### config.mk
export PLATFORM = sky130hd
export DESIGN_NAME = ppfq_front_flat
export DESIGN_NICKNAME = d
export VERILOG_FILES = /design/src/sv/ppfq_pkg.sv /design/src/sv/ppfq_intf.sv /design/src/sv/ppfq_front.sv /design/src/flat_wrapper.sv
export SDC_FILE = /design/constraint.sdc
export NUM_CORES = 1
export LEC_CHECK = 0
export BUFFER_PORTS_ARGS = -buffer_cell sky130_fd_sc_hd__buf_2
export CAP_MARGIN = 20
export CORE_ASPECT_RATIO = 0.7
export CORE_MARGIN = 2
export CORE_UTILIZATION = 45
export DETAILED_ROUTE_END_ITERATION = 10
export PLACE_DENSITY = 0.8
export SYNTH_ARGS = -nofsm -noshare
export SYNTH_HDL_FRONTEND = slang
export SYNTH_SLANG_ARGS = --single-unit
### constraint.sdc
create_clock -name vclk -period 10.2
set_input_delay 1.02 -clock vclk [all_inputs]
set_output_delay 1.02 -clock vclk [all_outputs]
set_load 0.05 [all_outputs]
### src/sv/ppfq_pkg.sv
// Shared constants, types and helpers of the physical page free queue.
package ppfq_pkg;

    localparam int FREE_PAGES = 4096;
    localparam int ADDR_BITS  = 48;
    localparam int PAGE_SHIFT = 12;
    localparam int PN_BITS    = ADDR_BITS - PAGE_SHIFT;
    localparam int IDX_BITS   = $clog2(FREE_PAGES);
    localparam int CNT_BITS   = $clog2(FREE_PAGES + 1);
    localparam int CMD_BITS   = 2;
    localparam int STAT_BITS  = 2;
    localparam int DQ_DEPTH   = 2;
    localparam int DQ_IDX     = $clog2(DQ_DEPTH);

    localparam logic [ADDR_BITS-1:0] LOW_LIMIT  = ADDR_BITS'(64'h1000);
    localparam logic [PN_BITS:0]     PAGE_LIMIT = {1'b1, {PN_BITS{1'b0}}};
    localparam logic [CNT_BITS-1:0]  PAGE_CAP   = CNT_BITS'(FREE_PAGES);

    typedef enum logic [CMD_BITS-1:0] {
        CMD_REGION = 2'd0,
        CMD_ALLOC  = 2'd1,
        CMD_FREE   = 2'd2,
        CMD_NONE   = 2'd3
    } t_cmd;

    typedef enum logic [STAT_BITS-1:0] {
        ST_OK    = 2'd0,
        ST_EMPTY = 2'd1,
        ST_FULL  = 2'd2
    } t_status;

    typedef enum logic [1:0] {
        OP_REGION,
        OP_ALLOC,
        OP_FREE,
        OP_NOP
    } t_op;

    typedef enum logic [1:0] {
        BS_IDLE,
        BS_READ,
        BS_LOAD
    } t_bstate;

    // Classified request handed from the front part to the back part.
    typedef struct packed {
        t_op                op;
        logic [PN_BITS-1:0] page;
        logic [PN_BITS-1:0] fit;
    } t_desc;

    function automatic logic [IDX_BITS-1:0] next_index(input logic [IDX_BITS-1:0] idx);
        logic [IDX_BITS-1:0] res;
        if (idx == IDX_BITS'(FREE_PAGES - 1)) begin
            res = '0;
        end else begin
            res = idx + IDX_BITS'(1);
        end
        return res;
    endfunction

endpackage

### src/sv/ppfq_intf.sv
// Request and response channel interfaces of the physical page free queue.
interface ppfq_req_if;
    logic                            valid;
    logic                            ready;
    logic [ppfq_pkg::CMD_BITS-1:0]   cmd;
    logic                            region_usable;
    logic [ppfq_pkg::ADDR_BITS-1:0]  region_base;
    logic [ppfq_pkg::ADDR_BITS-1:0]  region_length;
    logic [ppfq_pkg::ADDR_BITS-1:0]  free_addr;

    modport source (output valid, cmd, region_usable, region_base, region_length, free_addr,
                    input ready);
    modport sink   (input valid, cmd, region_usable, region_base, region_length, free_addr,
                    output ready);
endinterface


### src/sv/ppfq_front.sv
// Front part: decodes a request and works out the page range of a region.
module ppfq_front (
    ppfq_req_if.sink            i_req,
    output logic                o_valid,
    input  logic                i_ready,
    output ppfq_pkg::t_desc     o_desc
);
    import ppfq_pkg::*;

    logic [PN_BITS:0]   start;
    logic [PN_BITS:0]   rem;
    logic [PN_BITS-1:0] count;
    logic [PN_BITS-1:0] fit;
    logic               base_low;

    assign o_valid     = i_req.valid;
    assign i_req.ready = i_ready;

    always_comb begin
        base_low = i_req.region_base < LOW_LIMIT;
        // round the base up to a page boundary, never below the second page
        if (base_low) begin
            start = (PN_BITS+1)'(1);
        end else begin
            start = {1'b0, i_req.region_base[ADDR_BITS-1:PAGE_SHIFT]}
                  + (PN_BITS+1)'(|i_req.region_base[PAGE_SHIFT-1:0]);
        end
        rem   = PAGE_LIMIT - start;
        count = i_req.region_length[ADDR_BITS-1:PAGE_SHIFT];
        if (!i_req.region_usable || start[PN_BITS]) begin
            fit = '0;
        end else if ({1'b0, count} < rem) begin
            fit = count;
        end else begin
            fit = rem[PN_BITS-1:0];
        end

        o_desc.page = start[PN_BITS-1:0];
        o_desc.fit  = fit;
        case (t_cmd'(i_req.cmd))
            CMD_REGION: o_desc.op = OP_REGION;
            CMD_ALLOC:  o_desc.op = OP_ALLOC;
            CMD_FREE: begin
                o_desc.op   = OP_FREE;
                o_desc.page = i_req.free_addr[ADDR_BITS-1:PAGE_SHIFT];
            end
            default:    o_desc.op = OP_NOP;
        endcase
    end

endmodule

### src/flat_wrapper.sv
// flat-port wrapper written by rule: the top's interface ports become plain ports
module ppfq_front_flat import ppfq_pkg::*;
  (o_valid, i_ready, o_desc, i_req_valid, i_req_cmd, i_req_region_usable, i_req_region_base, i_req_region_length, i_req_free_addr, i_req_ready);
  ppfq_req_if i_req_i ();
  output logic o_valid;
  input  logic i_ready;
  output ppfq_pkg::t_desc o_desc;
  input wire logic [$bits(i_req_i.valid)-1:0] i_req_valid;
  input wire logic [$bits(i_req_i.cmd)-1:0] i_req_cmd;
  input wire logic [$bits(i_req_i.region_usable)-1:0] i_req_region_usable;
  input wire logic [$bits(i_req_i.region_base)-1:0] i_req_region_base;
  input wire logic [$bits(i_req_i.region_length)-1:0] i_req_region_length;
  input wire logic [$bits(i_req_i.free_addr)-1:0] i_req_free_addr;
  output wire logic [$bits(i_req_i.ready)-1:0] i_req_ready;
  assign i_req_i.valid = i_req_valid;
  assign i_req_i.cmd = i_req_cmd;
  assign i_req_i.region_usable = i_req_region_usable;
  assign i_req_i.region_base = i_req_region_base;
  assign i_req_i.region_length = i_req_region_length;
  assign i_req_i.free_addr = i_req_free_addr;
  assign i_req_ready = i_req_i.ready;
  ppfq_front u_core (.i_req(i_req_i), .o_valid(o_valid), .i_ready(i_ready), .o_desc(o_desc));
endmodule
Yosys cells after proc, flatten, opt, wreduce, memory -nomap -nowiden
Index checks and enable logic that the tools add are counted.
{"block": "totals", "word_cells": 15, "regBits": 0, "inputBits": 149}
{"block": "op_classes", "n_mux": 5, "n_addsub": 2, "order_cmp": 2, "reduce_logical": 4, "n_eq_ne": 2}
{"operator": "two-way mux 36 bit", "count": 3}
{"operator": "< comparator 48 x 13 -> 1 bit (second input constant)", "count": 1}
{"operator": "adder 36 x 1 -> 37 bit", "count": 1}
{"operator": "< comparator 36 x 37 -> 1 bit", "count": 1}
{"operator": "two-way mux 37 bit", "count": 1}
{"operator": "subtractor 37 bit (first input constant)", "count": 1}
{"operator": "OR reduction 12 bit", "count": 1}
{"operator": "case mux 2 bit (3 select lines)", "count": 1}
{"operator": "equality test 2 x 1 -> 1 bit (second input constant)", "count": 1}
{"operator": "equality test 2 bit (second input constant)", "count": 1}
{"operator": "zero test 2 bit", "count": 1}
{"operator": "zero test 1 bit", "count": 1}
{"operator": "logical OR 1 bit", "count": 1}

Depth between registers and ports, before layout
{"block": "depth", "word_depth": 7, "mapped_depth": 26, "mapped_depth_nobuf": 22}

Worst setup path after synthesis
OpenSTA, ideal clock, no wires.
{"block": "synth_timing", "path_type": "input to output", "startpoint": "in i_req_region_base[2]", "endpoint": "out o_desc[0] (netlist name)", "required_time_ns": 9.180, "slack_ns": 2.244, "arrival_ns": 6.936, "path_stages": 25, "cell_sequence": "nor4_1 -> nand3_1 -> ha_1 -> ha_1 -> or4b_2 -> nand3_1 -> o22a_1 -> and4_1 -> buf_2 -> nand3_1 -> or2_2 -> clkbuf_1 -> a21oi_1 -> xnor2_1 -> ha_1 -> nand4_1 -> nor4_1 -> o311ai_0 -> o211ai_1 -> o31ai_1 -> and4_1 -> and4b_1 -> buf_4 -> nor3_1 -> a211oi_1"}
{"item": "start, declared", "line": "flat_wrapper.sv:11", "text": "input wire logic [$bits(i_req_i.region_base)-1:0] i_req_region_base;"}
{"item": "end, declared", "line": "flat_wrapper.sv:7", "text": "output ppfq_pkg::t_desc o_desc;"}

==> flow_summary.yaml <==
run_status:
  outcome: "finished, final reports clean"
timing:
  hold_violations: 0
  report.final.setup_viol: 0
  max_freq_ghz: 0.112
  period_needed_ps: 8960
  worstMarginPinSlew_ps: 926
  share_of_the_clock_period_used_by_the_worst_path_pct: 87.9
  finalMaxSlewViolations: 0
  setup_ws_ps: 1240
  final.setup.tns_ps: 0
  max-slew-margin-rel_pct: 37.7
  grt_setup_unrepaired: "false"
route:
  vias: 5691
  route.detailed.wl_per_inst_um: 19.8
  detail_route.first_pass.iterations: 5
  detail_route.drc_violations: 0
  antenna_left: 0
  drt-total-wl_um: 17700
  routed_via_density: 6.39
  initial_detailed_routing_violation_count: 611
pwr:
  report.power.total_mw: 0.308
  leakagePower_nw: 2.10
  power_per_cell_area_nw_per_um2: 60.5
  ir_drop_mv: 0.0376
layout:
  postLayoutCellArea_um2: 5090
  synthToLayoutAreaGrowth_pct: 22.2
  antennaDiodeCount: 0
  register_area_um2: 0
  num-clock-buffers: 0
  number_of_standard_cells_in_the_layout_taps_in_and_fillers_out: 890
  seq_cells: 0
  fraction_of_final_layout_cells_sized_beyond_drive_strength_1_pct: 32.9
  final_nets: 955
logic_synthesis:
  postSynthCellCount: 618
  post_synth.cell_area_avg_um2: 6.74
  synth_compound_gate_area_share_pct: 28.0
  yosysTopAreaCellShare_pct: 11.4
  synth_seq_area_share_pct: 0
  synth_xor_xnor_area_share_pct: 13.3
  post_synth_and_or_nand_nor_area_fraction_pct: 38.2
  synth.mux.area_fraction_pct: 1.95
  yosys.area_share.adder_pct: 11.4
  synth_top_family_by_area: "simple AND/OR/NAND/NOR gates"
  synthDominantAreaCellType: "ha_1"
  netlist_top_cells_area: "ha_1, a211oi_2, xnor2_1"
  syn-num-nets: 805
  yosysWarnings: 0
  syn-cell-area_um2: 4160
  synthDistinctLibCells: 67
setup_path:
  critPathRequiredTime_ps: 9180
  category_of_the_critical_setup_timing_path: "input port to output port"
  setup.worst_path.end_class: "output port"
  critical_path_arrival_ps: 7940
  crit_fanout: 32
  start_kind: "input port"
floorplanning:
  fp.dieArea_um2: 10000
  io_pins: 225
  chipWidth_um: 119
  floorplan.die.height_um: 84.5
  initial_utilization_pct: 46.1
  num_rows: 29
  coreArea_um2: 9030
global_route:
  grt_pass1_vias: 5125
  grt_pass1_wl_um: 27600
  antenna_found_initial: 0
  combined_global_route_utilization_of_all_metal_layers_pct: 33.6
  grt_overflow: 0
  grt_max_degree: 42
placed_design:
  pre_cts_ws_ps: 1360
  placement.cell_area_um2: 5070
  place.detailed.hpwl_um: 14700
  port_buffers: 197
  dp.cells: 889
  routability_cong: 0.967
job:
  max-cap-violations: 0
cts:
  cts_post_setup_buffers_inserted: 0
  post_cts_hold_buffer_count: 0
  cts-resized-gates: 0
worst_hold_path:
  worstHoldPathType: "input port to output port"
==> synthesized netlist by cell type (all sizes together) (2+ instances only) <==
cell     count
o21a         3
a31oi        5
nand3b       3
clkbuf      25
ha          38
a211oi      33
nand2       50
nor2b        5
nand2b       4
o211ai       6
nor3b        4
o21ai       30
o31ai        7
nor3        52
and4         7
a311o        2
or3          7
a31o         2
mux2i        7
buf         30
o2111ai      2
nor4        23
and2         4
o22ai        3
a21oi       44
or4          2
nand4b       2
and3        19
nand3       32
xor2        25
nor2        53
o31a         3
inv          5
nand4       23
o21bai       2
xnor2       38
==> layout by cell type, fill, tap and decap left out, drive strengths merged, types with 2 or more instances in the layout <==
cell	n
buf	203
o21a	3
ha	38
or4	2
mux2i	7
o31a	3
and2	4
a31oi	5
xor2	25
nand3b	3
nor4	23
nand4	23
o2111ai	2
o211ai	6
nor2b	5
or3	7
nor3b	4
nand2b	4
and4	7
o21bai	2
nor2	53
o21ai	30
inv	5
nand4b	2
a211oi	33
nand3	32
xnor2	38
nor3	52
o31ai	7
a311o	2
and3	19
a31o	2
nand2	50
o22ai	3
a21oi	44
==> critical path, stage by stage <==
cell and delay (ps):
buf_2 90, nor4_1 350, nand3_1 150, ha_1 250
ha_1 280, or4b_2 690, nand3_1 120, o22a_1 160
and4_1 340, nand3_1 300, or2_2 440, a21oi_1 190
xnor2_1 160, ha_1 330, nand4_1 150, nor4_1 530
o311ai_0 290, o211ai_1 190, o31ai_1 110, and4_1 240
nand4b_1 330, nand2_2 740, a211oi_1 190, buf_2 260
==> where the power goes <==
part / internal (mW) / switching, mW / total, mW / leakage (nW)
clock: 0 / 0 / 0 / 0
combinational: 0.0894 / 0.218 / 0.308 / 2.10
sequential: 0 / 0 / 0 / 0
total: 0.0894 / 0.218 / 0.308 / 2.10
==> cell families after synthesis <==
kind of cell | Yosys count
fa+ha+maj | 38
xor+xnor | 63
simple gates | 293
compound gates | 156
mux | 8
buf+inv | 60
==> metal layers <==
metal	share of wire [%]	up-vias	wire length, µm	global-route usage (%)
met5	0	-	0	0
met4	0.56	0	99	2.49
li1	-	2642	-	-
met2	42	411	7490	53.0
met3	11	14	2000	3.33
met1	46	2624	8080	50.9
==> final timing paths <==
check                            start   endpoint  cells after the start
setup / recovery  i_req_region_base[2]  o_desc[0]                     24
hold / removal             i_req_valid    o_valid                      0
==> cell type report <==
class / instances / area, µm²
tap: 124 / 155
timing repair buffer: 203 / 1040
fill: 905 / 3950
multi-input combinational: 558 / 3870
inverter: 5 / 18.8
==> per-stage QoR <==
| stage | util, % | hold slack, ps |
|---|---|---|
| 3_5_place_dp | 56.1 | 2040 |
| 6_report | 56.3 | 2040 |
| 3_3_place_gp | 56.1 | 2040 |
| 4_1_cts | 56.1 | 2040 |
| 5_1_grt | 56.3 | 2040 |
| 2_1_floorplan | - | 2210 |
(Power assumes the default switching activity.)
